[config.mk]
export PLATFORM = sky130hd
export DESIGN_NAME = char_lcd_nibble_bus_sequencer
export DESIGN_NICKNAME = d
export VERILOG_FILES = /design/src/rtl/lcdseq_pkg.sv /design/src/rtl/char_lcd_nibble_bus_sequencer.sv
export SDC_FILE = /design/constraint.sdc
export NUM_CORES = 1
export LEC_CHECK = 0
export ABC_CLOCK_PERIOD_IN_PS = 7770
export BUFFER_PORTS_ARGS = -buffer_cell sky130_fd_sc_hd__buf_2
export CAP_MARGIN = 20
export CORE_ASPECT_RATIO = 0.6
export CORE_MARGIN = 3
export CORE_UTILIZATION = 40
export DETAILED_ROUTE_END_ITERATION = 7
export PLACE_DENSITY = 0.65
export SLEW_MARGIN = 0
export SYNTH_ARGS = -nofsm -noshare
export SYNTH_HDL_FRONTEND = slang
export SYNTH_SLANG_ARGS = --single-unit
[constraint.sdc]
create_clock -name clk -period 7.77 [get_ports clk]
set_clock_uncertainty 0.1 [all_clocks]
set_input_delay 1.1655 -clock clk [delete_from_list [all_inputs] [get_ports clk]]
set_output_delay 1.1655 -clock clk [all_outputs]
set_load 0.01 [all_outputs]
[src/rtl/lcdseq_pkg.sv]
package lcdseq_pkg;

	typedef enum logic [1:0] {
		OP_TICK  = 2'd0,
		OP_WRITE = 2'd1,
		OP_READ  = 2'd2,
		OP_INIT  = 2'd3
	} op_t;

	typedef enum logic [2:0] {
		REG_STROBE   = 3'd0,
		REG_SETUP    = 3'd1,
		REG_POLL_LIM = 3'd2,
		REG_POWER_UP = 3'd3,
		REG_INIT_GAP = 3'd4
	} reg_idx_t;

	// job codes held in the step counter; 0..3 init nibbles, 4..7 init commands
	localparam logic [3:0] STEP_FIRST_CMD = 4'd4;
	localparam logic [3:0] STEP_LAST_NIB  = 4'd3;
	localparam logic [3:0] JOB_WRITE      = 4'd8;
	localparam logic [3:0] JOB_READ       = 4'd9;

	localparam logic [3:0] NIB_WAKE = 4'h3;
	localparam logic [3:0] NIB_4BIT = 4'h2;
	localparam logic [7:0] INIT_POLLS = 8'hFF;

	localparam logic [7:0]  RST_STROBE   = 8'd60;
	localparam logic [7:0]  RST_SETUP    = 8'd1;
	localparam logic [7:0]  RST_POLL_LIM = 8'd255;
	localparam logic [15:0] RST_POWER_UP = 16'd20000;
	localparam logic [15:0] RST_INIT_GAP = 16'd5000;

	// result item, last field in the lowest bits
	typedef struct packed {
		logic [3:0] pad;
		logic       rejected;
		logic [7:0] read_byte;
		logic       timed_out;
		logic       done_res;
		logic       idle;
		logic       bus_drive;
		logic [3:0] bus_out;
		logic       rw_pin;
		logic       rs_pin;
		logic       en_pin;
	} res_t;

	function automatic logic [7:0] init_cmd(input logic [1:0] idx);
		logic [7:0] c;
		case (idx)
			2'd0: c = 8'h28;
			2'd1: c = 8'h0F;
			2'd2: c = 8'h01;
			default: c = 8'h06;
		endcase
		return c;
	endfunction

endpackage

[src/rtl/char_lcd_nibble_bus_sequencer.sv]
// Character LCD 4-bit bus sequencer. Each request on the slave stream is a tick of one
// microsecond (op 0) or a start of write, read or init; the block takes one request per
// clock and returns each result next cycle from its output register, so a stream with
// no back-pressure runs at one request per cycle. All timing of the display (power-up
// wait, enable high and setup times, gaps, busy polling) is counted in ticks, never in
// clocks. A start request that arrives while a request is in progress is dropped and
// flagged as rejected. Registers sit on the APB port at byte addresses 0, 4, 8, 12, 16:
// strobe_us, setup_us, poll_limit, power_up_us, init_gap_us; write them only while idle.
module char_lcd_nibble_bus_sequencer #(
	parameter int WAIT_BITS = 16
) (
	input  logic        clk,
	input  logic        arst_n,
	input  logic        psel,
	input  logic        penable,
	input  logic        pwrite,
	input  logic [4:0]  paddr,
	input  logic [31:0] pwdata,
	output logic [31:0] prdata,
	output logic        pready,
	input  logic        s_tvalid,
	output logic        s_tready,
	input  logic [15:0] s_tdata,  // data_byte[7:0], rs_sel[8], bus_in[12:9], zero pad
	input  logic [1:0]  s_tuser,  // op[1:0]
	output logic        m_tvalid,
	input  logic        m_tready,
	output logic [23:0] m_tdata   // en_pin, rs_pin, rw_pin, bus_out[4], bus_drive, idle,
	                              // done_res, timed_out, read_byte[8], rejected, zero pad
);

	typedef enum logic [3:0] {
		PH_IDLE, PH_POWER, PH_INIT_HI, PH_INIT_GAP, PH_RD_SET1, PH_RD_HI1,
		PH_RD_SET2, PH_RD_HI2, PH_WR_HI1, PH_WR_LOW, PH_WR_HI2
	} phase_t;

	localparam int DW = (WAIT_BITS > 16) ? WAIT_BITS : 16;
	localparam logic [DW-1:0] WMAX = DW'((64'd1 << WAIT_BITS) - 64'd1);
	localparam logic [WAIT_BITS-1:0] W_ONE = WAIT_BITS'(1);

	function automatic logic [WAIT_BITS-1:0] sat_load(input logic [15:0] dur);
		logic [DW-1:0] ext;
		ext = DW'(dur);
		if (ext > WMAX) begin
			return WMAX[WAIT_BITS-1:0];
		end
		return ext[WAIT_BITS-1:0];
	endfunction

	// configuration
	logic [7:0]  strobe_q, setup_q, poll_lim_q;
	logic [15:0] power_up_q, init_gap_q;
	lcdseq_pkg::reg_idx_t reg_idx;

	assign pready  = 1'b1;
	assign reg_idx = lcdseq_pkg::reg_idx_t'(paddr[4:2]);

	always_ff @(posedge clk or negedge arst_n) begin
		if (!arst_n) begin
			strobe_q   <= lcdseq_pkg::RST_STROBE;
			setup_q    <= lcdseq_pkg::RST_SETUP;
			poll_lim_q <= lcdseq_pkg::RST_POLL_LIM;
			power_up_q <= lcdseq_pkg::RST_POWER_UP;
			init_gap_q <= lcdseq_pkg::RST_INIT_GAP;
		end else if (psel && penable && pwrite && pready) begin
			unique case (reg_idx)
				lcdseq_pkg::REG_STROBE:   strobe_q   <= pwdata[7:0];
				lcdseq_pkg::REG_SETUP:    setup_q    <= pwdata[7:0];
				lcdseq_pkg::REG_POLL_LIM: poll_lim_q <= pwdata[7:0];
				lcdseq_pkg::REG_POWER_UP: power_up_q <= pwdata[15:0];
				lcdseq_pkg::REG_INIT_GAP: init_gap_q <= pwdata[15:0];
				default: ;
			endcase
		end
	end

	always_comb begin
		unique case (reg_idx)
			lcdseq_pkg::REG_STROBE:   prdata = {24'd0, strobe_q};
			lcdseq_pkg::REG_SETUP:    prdata = {24'd0, setup_q};
			lcdseq_pkg::REG_POLL_LIM: prdata = {24'd0, poll_lim_q};
			lcdseq_pkg::REG_POWER_UP: prdata = {16'd0, power_up_q};
			lcdseq_pkg::REG_INIT_GAP: prdata = {16'd0, init_gap_q};
			default:                  prdata = 32'd0;
		endcase
	end

	// sequencer state
	phase_t               phase_q, phase_d;
	logic [WAIT_BITS-1:0] wait_q, wait_d;
	logic [7:0]           byte_q, byte_d;
	logic                 rsl_q, rsl_d;
	logic [7:0]           polls_q, polls_d;
	logic [3:0]           step_q, step_d;
	logic [7:0]           rshift_q, rshift_d;
	logic                 en_q, en_d, rs_q, rs_d, rw_q, rw_d, drv_q, drv_d;
	logic [3:0]           bus_q, bus_d;
	lcdseq_pkg::res_t     res_q, res_d;

	lcdseq_pkg::op_t op;
	logic [7:0] in_byte;
	logic       in_rs;
	logic [3:0] in_bus;
	logic       acc;
	logic [3:0] step_inc;
	logic [7:0] rshift_hi2;
	logic       done, tmo, rej;
	logic [7:0] rbyte;

	assign op       = lcdseq_pkg::op_t'(s_tuser);
	assign in_byte  = s_tdata[7:0];
	assign in_rs    = s_tdata[8];
	assign in_bus   = s_tdata[12:9];
	assign s_tready = !m_tvalid || m_tready;
	assign acc      = s_tvalid && s_tready;
	assign step_inc = step_q + 4'd1;
	assign rshift_hi2 = rshift_q | {4'd0, in_bus};

	always_comb begin
		phase_d  = phase_q;
		wait_d   = wait_q;
		byte_d   = byte_q;
		rsl_d    = rsl_q;
		polls_d  = polls_q;
		step_d   = step_q;
		rshift_d = rshift_q;
		en_d     = en_q;
		rs_d     = rs_q;
		rw_d     = rw_q;
		drv_d    = drv_q;
		bus_d    = bus_q;
		done     = 1'b0;
		tmo      = 1'b0;
		rej      = 1'b0;
		rbyte    = 8'd0;

		if (op != lcdseq_pkg::OP_TICK) begin
			if (phase_q != PH_IDLE) begin
				rej = 1'b1;
			end else begin
				case (op)
					lcdseq_pkg::OP_WRITE: begin
						step_d  = lcdseq_pkg::JOB_WRITE;
						byte_d  = in_byte;
						rsl_d   = in_rs;
						polls_d = poll_lim_q;
						{en_d, rs_d, rw_d, drv_d, bus_d} = {1'b0, 1'b0, 1'b1, 1'b0, 4'd0};
						phase_d = PH_RD_SET1;
						wait_d  = sat_load({8'd0, setup_q});
					end
					lcdseq_pkg::OP_READ: begin
						step_d  = lcdseq_pkg::JOB_READ;
						rsl_d   = in_rs;
						polls_d = 8'd0;
						{en_d, rs_d, rw_d, drv_d, bus_d} = {1'b0, in_rs, 1'b1, 1'b0, 4'd0};
						phase_d = PH_RD_SET1;
						wait_d  = sat_load({8'd0, setup_q});
					end
					default: begin
						step_d  = 4'd0;
						{en_d, rs_d, rw_d, drv_d, bus_d} = {1'b0, 1'b0, 1'b0, 1'b1, 4'd0};
						phase_d = PH_POWER;
						wait_d  = sat_load(power_up_q);
					end
				endcase
			end
		end else if (phase_q != PH_IDLE) begin
			if (wait_q > W_ONE) begin
				wait_d = wait_q - W_ONE;
			end else begin
				unique case (phase_q)
					PH_POWER: begin
						{en_d, rs_d, rw_d, drv_d, bus_d} =
							{1'b1, 1'b0, 1'b0, 1'b1, lcdseq_pkg::NIB_WAKE};
						phase_d = PH_INIT_HI;
						wait_d  = sat_load({8'd0, strobe_q});
					end
					PH_INIT_HI: begin
						en_d    = 1'b0;
						phase_d = PH_INIT_GAP;
						wait_d  = sat_load(init_gap_q);
					end
					PH_INIT_GAP: begin
						if (step_inc < lcdseq_pkg::STEP_FIRST_CMD) begin
							step_d = step_inc;
							{en_d, rs_d, rw_d, drv_d} = {1'b1, 1'b0, 1'b0, 1'b1};
							bus_d = (step_inc == lcdseq_pkg::STEP_LAST_NIB) ?
								lcdseq_pkg::NIB_4BIT : lcdseq_pkg::NIB_WAKE;
							phase_d = PH_INIT_HI;
							wait_d  = sat_load({8'd0, strobe_q});
						end else begin
							step_d  = lcdseq_pkg::STEP_FIRST_CMD;
							byte_d  = lcdseq_pkg::init_cmd(2'd0);
							rsl_d   = 1'b0;
							polls_d = lcdseq_pkg::INIT_POLLS;
							{en_d, rs_d, rw_d, drv_d, bus_d} = {1'b0, 1'b0, 1'b1, 1'b0, 4'd0};
							phase_d = PH_RD_SET1;
							wait_d  = sat_load({8'd0, setup_q});
						end
					end
					PH_RD_SET1, PH_RD_SET2: begin
						en_d    = 1'b1;
						phase_d = (phase_q == PH_RD_SET1) ? PH_RD_HI1 : PH_RD_HI2;
						wait_d  = sat_load({8'd0, strobe_q});
					end
					PH_RD_HI1: begin
						rshift_d = {in_bus, 4'd0};
						en_d     = 1'b0;
						phase_d  = PH_RD_SET2;
						wait_d   = sat_load({8'd0, setup_q});
					end
					PH_RD_HI2: begin
						rshift_d = rshift_hi2;
						en_d     = 1'b0;
						if (step_q == lcdseq_pkg::JOB_READ) begin
							done    = 1'b1;
							rbyte   = rshift_hi2;
							phase_d = PH_IDLE;
							wait_d  = '0;
						end else if (rshift_hi2[7]) begin
							if (polls_q != 8'd0) begin
								// poll again: status read, rs low
								polls_d = polls_q - 8'd1;
								{rs_d, rw_d, drv_d, bus_d} = {1'b0, 1'b1, 1'b0, 4'd0};
								phase_d = PH_RD_SET1;
								wait_d  = sat_load({8'd0, setup_q});
							end else if (step_q == lcdseq_pkg::JOB_WRITE) begin
								done    = 1'b1;
								tmo     = 1'b1;
								phase_d = PH_IDLE;
								wait_d  = '0;
							end else begin
								// skip the busy init command
								step_d = step_inc;
								if (step_inc >= lcdseq_pkg::JOB_WRITE) begin
									done    = 1'b1;
									phase_d = PH_IDLE;
									wait_d  = '0;
								end else begin
									byte_d  = lcdseq_pkg::init_cmd(step_inc[1:0]);
									rsl_d   = 1'b0;
									polls_d = lcdseq_pkg::INIT_POLLS;
									{rs_d, rw_d, drv_d, bus_d} = {1'b0, 1'b1, 1'b0, 4'd0};
									phase_d = PH_RD_SET1;
									wait_d  = sat_load({8'd0, setup_q});
								end
							end
						end else begin
							{en_d, rs_d, rw_d, drv_d, bus_d} =
								{1'b1, rsl_q, 1'b0, 1'b1, byte_q[7:4]};
							phase_d = PH_WR_HI1;
							wait_d  = sat_load({8'd0, strobe_q});
						end
					end
					PH_WR_HI1: begin
						{en_d, rs_d, rw_d, drv_d, bus_d} =
							{1'b0, rsl_q, 1'b0, 1'b1, byte_q[3:0]};
						phase_d = PH_WR_LOW;
						wait_d  = W_ONE;
					end
					PH_WR_LOW: begin
						en_d    = 1'b1;
						phase_d = PH_WR_HI2;
						wait_d  = sat_load({8'd0, strobe_q});
					end
					PH_WR_HI2: begin
						en_d = 1'b0;
						if (step_q == lcdseq_pkg::JOB_WRITE) begin
							done    = 1'b1;
							phase_d = PH_IDLE;
							wait_d  = '0;
						end else begin
							step_d = step_inc;
							if (step_inc >= lcdseq_pkg::JOB_WRITE) begin
								done    = 1'b1;
								phase_d = PH_IDLE;
								wait_d  = '0;
							end else begin
								byte_d  = lcdseq_pkg::init_cmd(step_inc[1:0]);
								rsl_d   = 1'b0;
								polls_d = lcdseq_pkg::INIT_POLLS;
								{rs_d, rw_d, drv_d, bus_d} = {1'b0, 1'b1, 1'b0, 4'd0};
								phase_d = PH_RD_SET1;
								wait_d  = sat_load({8'd0, setup_q});
							end
						end
					end
					default: begin
						en_d    = 1'b0;
						phase_d = PH_IDLE;
						wait_d  = '0;
					end
				endcase
			end
		end

		res_d.pad       = 4'd0;
		res_d.rejected  = rej;
		res_d.read_byte = rbyte;
		res_d.timed_out = tmo;
		res_d.done_res  = done;
		res_d.idle      = (phase_d == PH_IDLE);
		res_d.bus_drive = drv_d;
		res_d.bus_out   = drv_d ? bus_d : 4'd0;
		res_d.rw_pin    = rw_d;
		res_d.rs_pin    = rs_d;
		res_d.en_pin    = en_d;
	end

	always_ff @(posedge clk or negedge arst_n) begin
		if (!arst_n) begin
			phase_q  <= PH_IDLE;
			wait_q   <= '0;
			byte_q   <= 8'd0;
			rsl_q    <= 1'b0;
			polls_q  <= 8'd0;
			step_q   <= 4'd0;
			rshift_q <= 8'd0;
			en_q     <= 1'b0;
			rs_q     <= 1'b0;
			rw_q     <= 1'b0;
			drv_q    <= 1'b0;
			bus_q    <= 4'd0;
			res_q    <= '0;
			m_tvalid <= 1'b0;
		end else begin
			if (acc) begin
				phase_q  <= phase_d;
				wait_q   <= wait_d;
				byte_q   <= byte_d;
				rsl_q    <= rsl_d;
				polls_q  <= polls_d;
				step_q   <= step_d;
				rshift_q <= rshift_d;
				en_q     <= en_d;
				rs_q     <= rs_d;
				rw_q     <= rw_d;
				drv_q    <= drv_d;
				bus_q    <= bus_d;
				res_q    <= res_d;
				m_tvalid <= 1'b1;
			end else if (m_tready) begin
				m_tvalid <= 1'b0;
			end
		end
	end

	assign m_tdata = res_q;

	// a completed request always leaves the sequencer idle
	a_done_idle: assert property (@(posedge clk) disable iff (!arst_n)
		res_q.done_res |-> res_q.idle)
		else $error("done without idle");

	a_tmo_done: assert property (@(posedge clk) disable iff (!arst_n)
		res_q.timed_out |-> res_q.done_res && res_q.rw_pin)
		else $error("timeout outside a finished status poll");

	// a dropped start request never advances the sequencer
	a_rej_hold: assert property (@(posedge clk) disable iff (!arst_n)
		acc && res_d.rejected |=> res_q.rejected && !res_q.done_res && !res_q.idle)
		else $error("rejected request changed progress");

	a_rbyte_done: assert property (@(posedge clk) disable iff (!arst_n)
		(res_q.read_byte != 8'd0) |-> res_q.done_res && !res_q.timed_out)
		else $error("read byte without completed read");

endmodule

# --- Word-level counts from Yosys, hierarchy flattened ---
# Cells that the tools add are included.
op_classes:
  n_addsub: 3
  n_bitwise: 3
  div_mod_pow: 0
  mux: 169
  eq_ne: 27
  n_lt_le_gt_ge: 5
  n_reduce_logical: 39
  mul: 0
  n_shift: 0
ops:
  columns: ["cell", "n"]
  rows:
  - ["two-way mux 8 bit", 30]
  - ["two-way mux 16 bit", 11]
  - ["one-hot mux 16 bit (7 select lines)", 1]
  - ["two-way mux 4 bit", 25]
  - ["one-hot mux 16 bit (5 select lines)", 1]
  - ["two-way mux 1 bit", 79]
  - ["one-hot mux 8 bit (3 select lines)", 2]
  - ["one-hot mux 4 bit (9 select lines)", 1]
  - ["> comparator 16 bit (second input constant)", 2]
  - ["one-hot mux 8 bit (2 select lines)", 2]
  - ["equality test 4 bit (second input constant)", 5]
  - ["one-hot mux 4 bit (5 select lines)", 1]
  - ["AND reduction 10 bit", 2]
  - ["one-hot mux 6 bit (3 select lines)", 1]
  - ["equality test 4 x 3 -> 1 bit (second input constant)", 4]
  - ["> comparator 16 x 1 -> 1 bit (second input constant)", 1]
  - ["subtractor 16 x 1 -> 16 bit (second input constant)", 1]
  - ["two-way mux 3 bit", 5]
  - ["equality test 4 x 2 -> 1 bit (second input constant)", 3]
  - ["inequality test 3 bit (second input constant)", 4]
  - ["one-hot mux 1 bit (4 select lines)", 3]
  - ["one-hot mux 4 bit (3 select lines)", 1]
  - ["AND reduction 6 bit", 2]
  - ["nonzero test 2 bit", 6]
  - ["other kinds (35)", 53]
totals:
  latch_bits: 0
  mem_bits_rw: 0
  mem_count: 0
  output_inout_bits: 59
  word_cells: 270
  reg_bits: 130
  romBits: 0

# --- Logic depth before layout (Yosys ltp) ---
# Gate-level depths: netlist (run 1).
logic_depth:
  word_depth: 12
  depth_mapped: 12
  ltp_nobuf: 9

# --- Least setup slack after synthesis (run 1) ---
# OpenSTA, ideal clock, no wires.
synth_timing:
  path_type: "input port to flip-flop"
  start: "input s_tuser[0]"
  end: "register byte_q[0]"
  t_required_ns: 7.543
  setup_slack_ns: 4.238
  stages: 11
  t_arrival_ns: 3.304
  setup_ns: 0.127
  cell_sequence: "inv_1 > ha_1 > inv_1 > clkbuf_1 > clkbuf_1 > ha_1 > or3_1 > nor3_1 > and3_1 > buf_4 > mux2_1"
synth_between:
  elab_chain_cells: 3
  word_cells_on_any_way: 13
synth_rtl:
  columns: ["item", "line", "source"]
  rows:
  - ["start: declaration", "char_lcd_nibble_bus_sequencer.sv:24", "input logic [1:0] s_tuser,"]
  - ["nonzero test 2 bit or equality test 2 x 1 -> 1 bit (tied branches)", "char_lcd_nibble_bus_sequencer.sv:136, char_lcd_nibble_bus_sequencer.sv:140", null]
  - ["inequality test 3 bit (no line) (tied with other cells)", null, null]
  - ["AND reduction 10 bit (no line)", null, null]
  - ["end signal: assignment", "char_lcd_nibble_bus_sequencer.sv:329", "byte_q <= byte_d;"]
  - ["end: declaration", "char_lcd_nibble_bus_sequencer.sv:90", "logic [7:0] byte_q, byte_d;"]
# Parallel ways exist; a longest one is shown, timed or not.
# A chain may end at the register's enable or synchronous reset.

# --- Worst setup path in the final report (run 1) ---
layout_timing:
  start: "input paddr[3]"
  end: "output prdata[3]"
layout_between:
  elab_chain_cells: 2
  word_cells_on_any_way: 6
layout_rtl:
  columns: ["item", "line", "source"]
  rows:
  - ["start: declaration", "char_lcd_nibble_bus_sequencer.sv:17", "input logic [4:0] paddr,"]
  - ["equality test 3 bit (tied with other cells)", "char_lcd_nibble_bus_sequencer.sv:77", "unique case (reg_idx)"]
  - ["one-hot mux 16 bit (5 select lines) *", "char_lcd_nibble_bus_sequencer.sv:77", null]
  - ["end: declaration", "char_lcd_nibble_bus_sequencer.sv:19", "output logic [31:0] prdata,"]
# Every way passes the cells marked *; elsewhere a longest branch is shown, timed or not.

==> flow_summary.json, run 1 <==
{
  "critPathLaunchType": "input pin",
  "hold_buffers": 0,
  "setup_viol": 0,
  "dp_slack_ns": 3.60,
  "ys_warn_count": 0,
  "gr-total-overflow": 0,
  "path_cells": "buf_2 -> nor2b_1 -> a21oi_1 -> o22ai_1 -> buf_2",
  "path_buf_inv": 2,
  "synth_top_family_by_area": "compound AO/OA/AOI/OAI gates",
  "yosysSeqAreaShare_pct": 40.7,
  "worstMarginPinSlew_ns": 0.965,
  "cp_slowest_cell": "nor2b_1",
  "fin_ws_ns": 3.55,
  "synth_compound_gate_area_share_pct": 20.1,
  "layout_common_cells": "dfrtp_1, buf_2, nor2_1",
  "start_util_pct": 41.5,
  "die_y_um": 116,
  "maxSlewViolCount": 0,
  "fin_nets": 960,
  "area_growth_pct": 12.9,
  "antenna_left": 0,
  "cpPeakStageDelay_ns": 0.67,
  "synth_edf_count": 0,
  "dr_total_vias": 6857,
  "post_dp_cell_area_um2": 8530,
  "port_buffers": 78,
  "core_um2": 19400,
  "post_cts_resized": 0,
  "grt_pass1_vias": 6233,
  "wl_per_cell_um": 20.3,
  "p_leak_uw": 0.00396,
  "ioPinCount": 121,
  "grt_pass1_wl_mm": 36.6,
  "crit_family": "simple AND/OR/NAND/NOR gates",
  "post-route-cell-area_um2": 9100,
  "cts_tree": "yes",
  "vias_per_cell": 5.89,
  "grt_max_degree": 76,
  "max-slew-margin-rel_pct": 35.6,
  "status": "complete, no violations",
  "regArea_um2": 3280,
  "synth_area_leaders": "dfrtp_1, mux2_2, dfstp_2",
  "syn_area_per_cell_um2": 9.65,
  "async_flop_share_pct": 100,
  "clock-sinks": 130,
  "cts.clk_slew.worst_paths_ns": 0.05,
  "p_total_uw": 2570,
  "vdd_drop_max_v": 0.000175,
  "ys_ff_latch": 130,
  "layout-drive-gt1-share_pct": 25.7,
  "synth_top_area_share_pct": 33.2,
  "rsz0062_at_grt": "false",
  "dr.pass1.iters": 5,
  "grt_usage_pct": 21.4,
  "yosysTopAreaCell": "dfrtp_1",
  "gp_congestion": 0.903,
  "h-tree-depth": 4,
  "max_freq_mhz": 237,
  "post_cts_buffers": 0,
  "multi_input_area_um2": 4390,
  "period_needed_ns": 4.22,
  "die_w_um": 189,
  "antenna_found_initial": 0,
  "synth_cells": 836,
  "post-route-period-util_pct": 54.3,
  "dieArea_um2": 22000,
  "ys_types": 90,
  "ys.flop_type": "dfrtp_1",
  "drt_iter0_drc": 650,
  "max-cap-violations": 0,
  "drc": 0,
  "dpl.hpwl_mm": 16.7,
  "synth_mux_area_share_pct": 13.1,
  "tns_ns": 0,
  "critPathMaxFanout": 22,
  "crit_top_cell": "buf_2",
  "synth_area_um2": 8060,
  "critPathKind": "input pin to output port",
  "endpoint_kind": "output port",
  "num_antenna_cells": 0,
  "synth-simple-area-share_pct": 17.1,
  "power_density_nw_per_um2": 282,
  "wirelength_mm": 23.6,
  "hold_violations": 0,
  "rows": 39,
  "cts_buffers": 17,
  "cts-root-buf": "clkbuf_16",
  "crit_required_ns": 6.50,
  "clock_latency_ns": 0.42,
  "synthAdderAreaFrac_pct": 1.86,
  "cp_data_arrival_time_ns": 2.96,
  "synth_xor_area_share_pct": 1.07,
  "fill_cells": 1912,
  "final_common_cell": "dfrtp_1",
  "hold_path_class": "register to register",
  "cts.path.max_buffers": 2
}
Yosys cell counts (9+ instances only):
library cell  number
a21oi_1           52
dfstp_2           23
buf_2             15
nor3_1            19
or3_1              9
nand3_1           20
o31ai_1           15
ha_1              12
buf_4             26
nor2_1            65
inv_1             19
a22o_1            13
nand2_1           61
a31oi_1            9
clkbuf_1          25
dfrtp_1          107
mux2i_1           26
o21ai_0           48
mux2_2            64
o22ai_1           13
metrics by stage:
step	util [%]	std cells	hold slack, ns
6_report	46.9	1165	0.369
5_1_grt	46.9	1165	0.382
4_1_cts	46.9	1165	0.370
3_5_place_dp	43.9	1133	0.357
3_3_place_gp	43.9	1133	0.345
2_1_floorplan	-	855	0.356
routing by layer:
layer | vias to the layer above | part of all wire [%] | global-route usage, %
met5 | - | 0 | 0
met4 | 0 | 0.67 | 5.17
met3 | 16 | 8.9 | 4.56
met2 | 308 | 40 | 28.1
met1 | 3362 | 51 | 34.9
li1 | 3171 | - | -
kinds of logic (layout without fill, tap and decap cells):
family,count (synthesis),after routing
AND/OR/NAND/NOR,252,252
AO/OA/AOI/OAI,240,240
flip-flops,130,130
multiplexers,97,97
buffers and inverters,94,138
adder cells (fa/ha/maj),12,12
XOR/XNOR,9,9
other,2,21
power by group:
| part | internal, uW | switching (uW) |
|---|---|---|
| logic | 303 | 445 |
| clock network | 497 | 300 |
| registers | 840 | 183 |
worst register-to-register path, stage by stage, from the launching register on:
cell and delay [ns]:
dfrtp_1 0.62, or4_1 0.84, ha_1 0.40, nand3_1 0.19
a211oi_1 0.36, nand3_1 0.44, o32a_1 0.50
registers in the layout (all words and copies together), names as in the netlist:
signal / count
rshift_q: 8
rsl_q: 1
polls_q: 8
phase_q: 4
step_q: 4
power_up_q: 16
setup_q: 8
m_tdata: 20
byte_q: 8
init_gap_q: 16
wait_q: 16
m_tvalid: 1
bus_q: 4
poll_lim_q: 8
strobe_q: 8
area by class of cell:
cell class,instances,area share [%]
inverters,20,0.825
well taps,266,3.66
flip-flops and latches,130,36.1
multi-input cells,631,48.2
clock buffers,27,5.42
repair buffers,86,5.02
clock inverters,5,0.852
path summary, 6_finish.rpt:
path | start | endpoint | slack, ns | cells past startpoint
min in group asynchronous | arst_n | init_gap_q[11] | 0.61 | 1
worst min-delay path | m_tdata[19] | m_tdata[19] | 0.37 | 2
worst max-delay path | paddr[3] | prdata[3] | 3.55 | 5
worst max register to register | phase_q[0] | polls_q[1] | 4.19 | 6
worst min register to register | m_tdata[19] | m_tdata[19] | 0.37 | 2
max in group asynchronous | arst_n | step_q[1] | 5.61 | 2
No activity file was read; power rests on OpenSTA's default activity.
==> run 2: changes to the inputs <==
Settings changed: ABC_CLOCK_PERIOD_IN_PS 7770 to 3900.
Clock period 7.77 ns to 3.9 ns, I/O delays scaled along.
==> run 2 against run 1 <==
Compared with the run above:
- via count up 1.4%
- flip-flop and latch count unchanged
- wire length up 0.86%
- final cell count up 1.4%
- clock-buffer cell count down 5
- global-route usage grew 0.55 points
- total power grew 110%
- first-iteration DRC count rose by 20%
- design area is 2.1% higher
- combinational power increased by 110%
- utilization increased by 0.97 points
- clock power increased by 120%
- critical path type is now register to register
- critical endpoint is now polls_q[1]
- largest cell class unchanged
==> flow_summary.json, run 2 (synthesis results as in run 1) <==
{
  "crit_required_ns": 4.10,
  "power_density_nw_per_um2": 573,
  "p_leak_uw": 0.00407,
  "cts.clk_slew.worst_paths_ns": 0.06,
  "die_y_um": 116,
  "maxSlewViolCount": 0,
  "fin_nets": 976,
  "startpoint": "phase_q[3]",
  "h-tree-depth": 4,
  "vias_per_cell": 5.89,
  "p_comb_share_pct": 29.5,
  "placedCellCount": 1149,
  "fill_cells": 1813,
  "dpl.hpwl_mm": 17.3,
  "gp_congestion": 0.912,
  "max_freq_mhz": 315,
  "cts_tree": "yes",
  "cp_data_arrival_time_ns": 3.38,
  "worstMarginPinSlew_ns": 0.982,
  "power.internal_uw": 3460,
  "hold_violations": 0,
  "r2r_end": "polls_q[1]",
  "swShare_pct": 35.0,
  "port_buffers": 78,
  "pwr-share-seq_pct": 37.6,
  "hold_path_class": "input pin to asynchronous set/reset pin",
  "antenna_found_initial": 0,
  "r2r_start": "phase_q[3]",
  "max-cap-violations": 0,
  "critPathKind": "register to register",
  "critPathLaunchType": "register",
  "max-slew-margin-rel_pct": 34.0,
  "endpoint_kind": "register",
  "setup_viol": 0,
  "die_w_um": 189,
  "post_cts_resized": 0,
  "clock_latency_ns": 0.42,
  "fin_ws_ns": 0.721,
  "tns_ns": 0,
  "post-route-cell-area_um2": 9290,
  "gr-total-overflow": 0,
  "pwr-share-clk_pct": 32.9,
  "ioPinCount": 121,
  "cts-root-buf": "clkbuf_16",
  "dieArea_um2": 22000,
  "drt_iter0_drc": 779,
  "multi_input_area_um2": 4380,
  "wirelength_mm": 23.8,
  "num_antenna_cells": 0,
  "post-route-period-util_pct": 81.5,
  "cts_buffers": 17,
  "largest_reg_flops": 20,
  "grt_max_degree": 74,
  "whs_ns": 0.0211,
  "layout-drive-gt1-share_pct": 27.3,
  "power.switching_uw": 1860,
  "instances_no_fill": 1181,
  "dp_slack_ns": 0.590,
  "period_needed_ns": 3.18,
  "critPathMaxFanout": 18,
  "regArea_um2": 3280,
  "reg2reg_depth": 6,
  "rsz0062_at_grt": "false",
  "rows": 39,
  "dr.pass1.iters": 6,
  "dr_total_vias": 6954,
  "drc": 0,
  "cts.path.max_buffers": 2,
  "hold_buffers": 0,
  "wl_per_cell_um": 20.2,
  "area_growth_pct": 15.2,
  "post_dp_cell_area_um2": 8660,
  "core_um2": 19400,
  "vdd_drop_max_v": 0.000335,
  "status": "complete, no violations",
  "grt_pass1_wl_mm": 37.5,
  "final_common_cell": "dfrtp_1",
  "antenna_left": 0,
  "clock-sinks": 130,
  "post_cts_buffers": 0,
  "rrSetupSlack_ns": 0.72,
  "grt_usage_pct": 22.0,
  "start_util_pct": 41.5,
  "grt_pass1_vias": 6424,
  "cp-endpoint": "polls_q[1]",
  "layout_common_cells": "dfrtp_1, buf_2, nor2_1"
}
==> run 2: changes by cell type in the layout (fill, tap and decap cells not counted) <==
cell / change
buf_4: +15
bufinv_16: +3
clkbuf_1: -3
clkbuf_8: -2
buf_12: +1
clkinv_2: +1
clkinv_4: +1
nor4_2: +1
nor4_4: -1
==> run 2: per-stage QoR <==
stage / total power [uW] / utilization [%]
3_5_place_dp: 3540 / 44.6
6_report: 5320 / 47.8
5_1_grt: 5600 / 47.8
4_1_cts: 5300 / 47.8
2_1_floorplan: 3060 / -
3_3_place_gp: 3510 / 44.6
==> run 2: worst min-delay path by stage <==
stage / start / to / slack [ns] / cells after the start
finish: arst_n / power_up_q[12] / 0.02 / 1
global route: arst_n / wait_q[10] / 0.07 / 1
CTS: arst_n / power_up_q[12] / 0.05 / 1
detailed placement: m_tdata[16] / m_tdata[16] / 0.35 / 2
global placement: m_tdata[15] / m_tdata[15] / 0.35 / 2
floorplan: arst_n / bus_q[0] / 0.19 / 0
==> run 2: area by class of cell <==
cell class | instances | share of cell area, %
well taps | 266 | 3.58
multi-input cells | 631 | 47.1
clock buffers | 22 | 4.89
flip-flops and latches | 130 | 35.3
clock inverters | 10 | 1.95
repair buffers | 102 | 6.34
inverters | 20 | 0.808
==> run 2: power by group through the flow <==
stage / clock network [uW] / logic (uW) / registers [uW]
after global placement: 0 / 1510 / 2000
after detailed placement: 0 / 1530 / 2010
after global routing: 1840 / 1720 / 2040
final: 1750 / 1570 / 2000
after CTS: 1770 / 1540 / 1990
after floorplan: 0 / 1170 / 1890
==> run 2: layer usage <==
layer	vias to the layer above	wire length, um	GRT usage (%)
li1	3217	-	-
met1	3375	12100	35.4
met2	332	9260	29.1
met3	30	2240	5.35
met4	0	233	4.72
met5	-	0	0
==> run 2: critical path, cell delays in order (launching register included) <==
cell and delay, ns:
dfrtp_1 0.58, or4_1 0.65, ha_1 0.34, nand3_1 0.11
a211oi_1 0.33, nand3_1 0.45, o32a_1 0.49
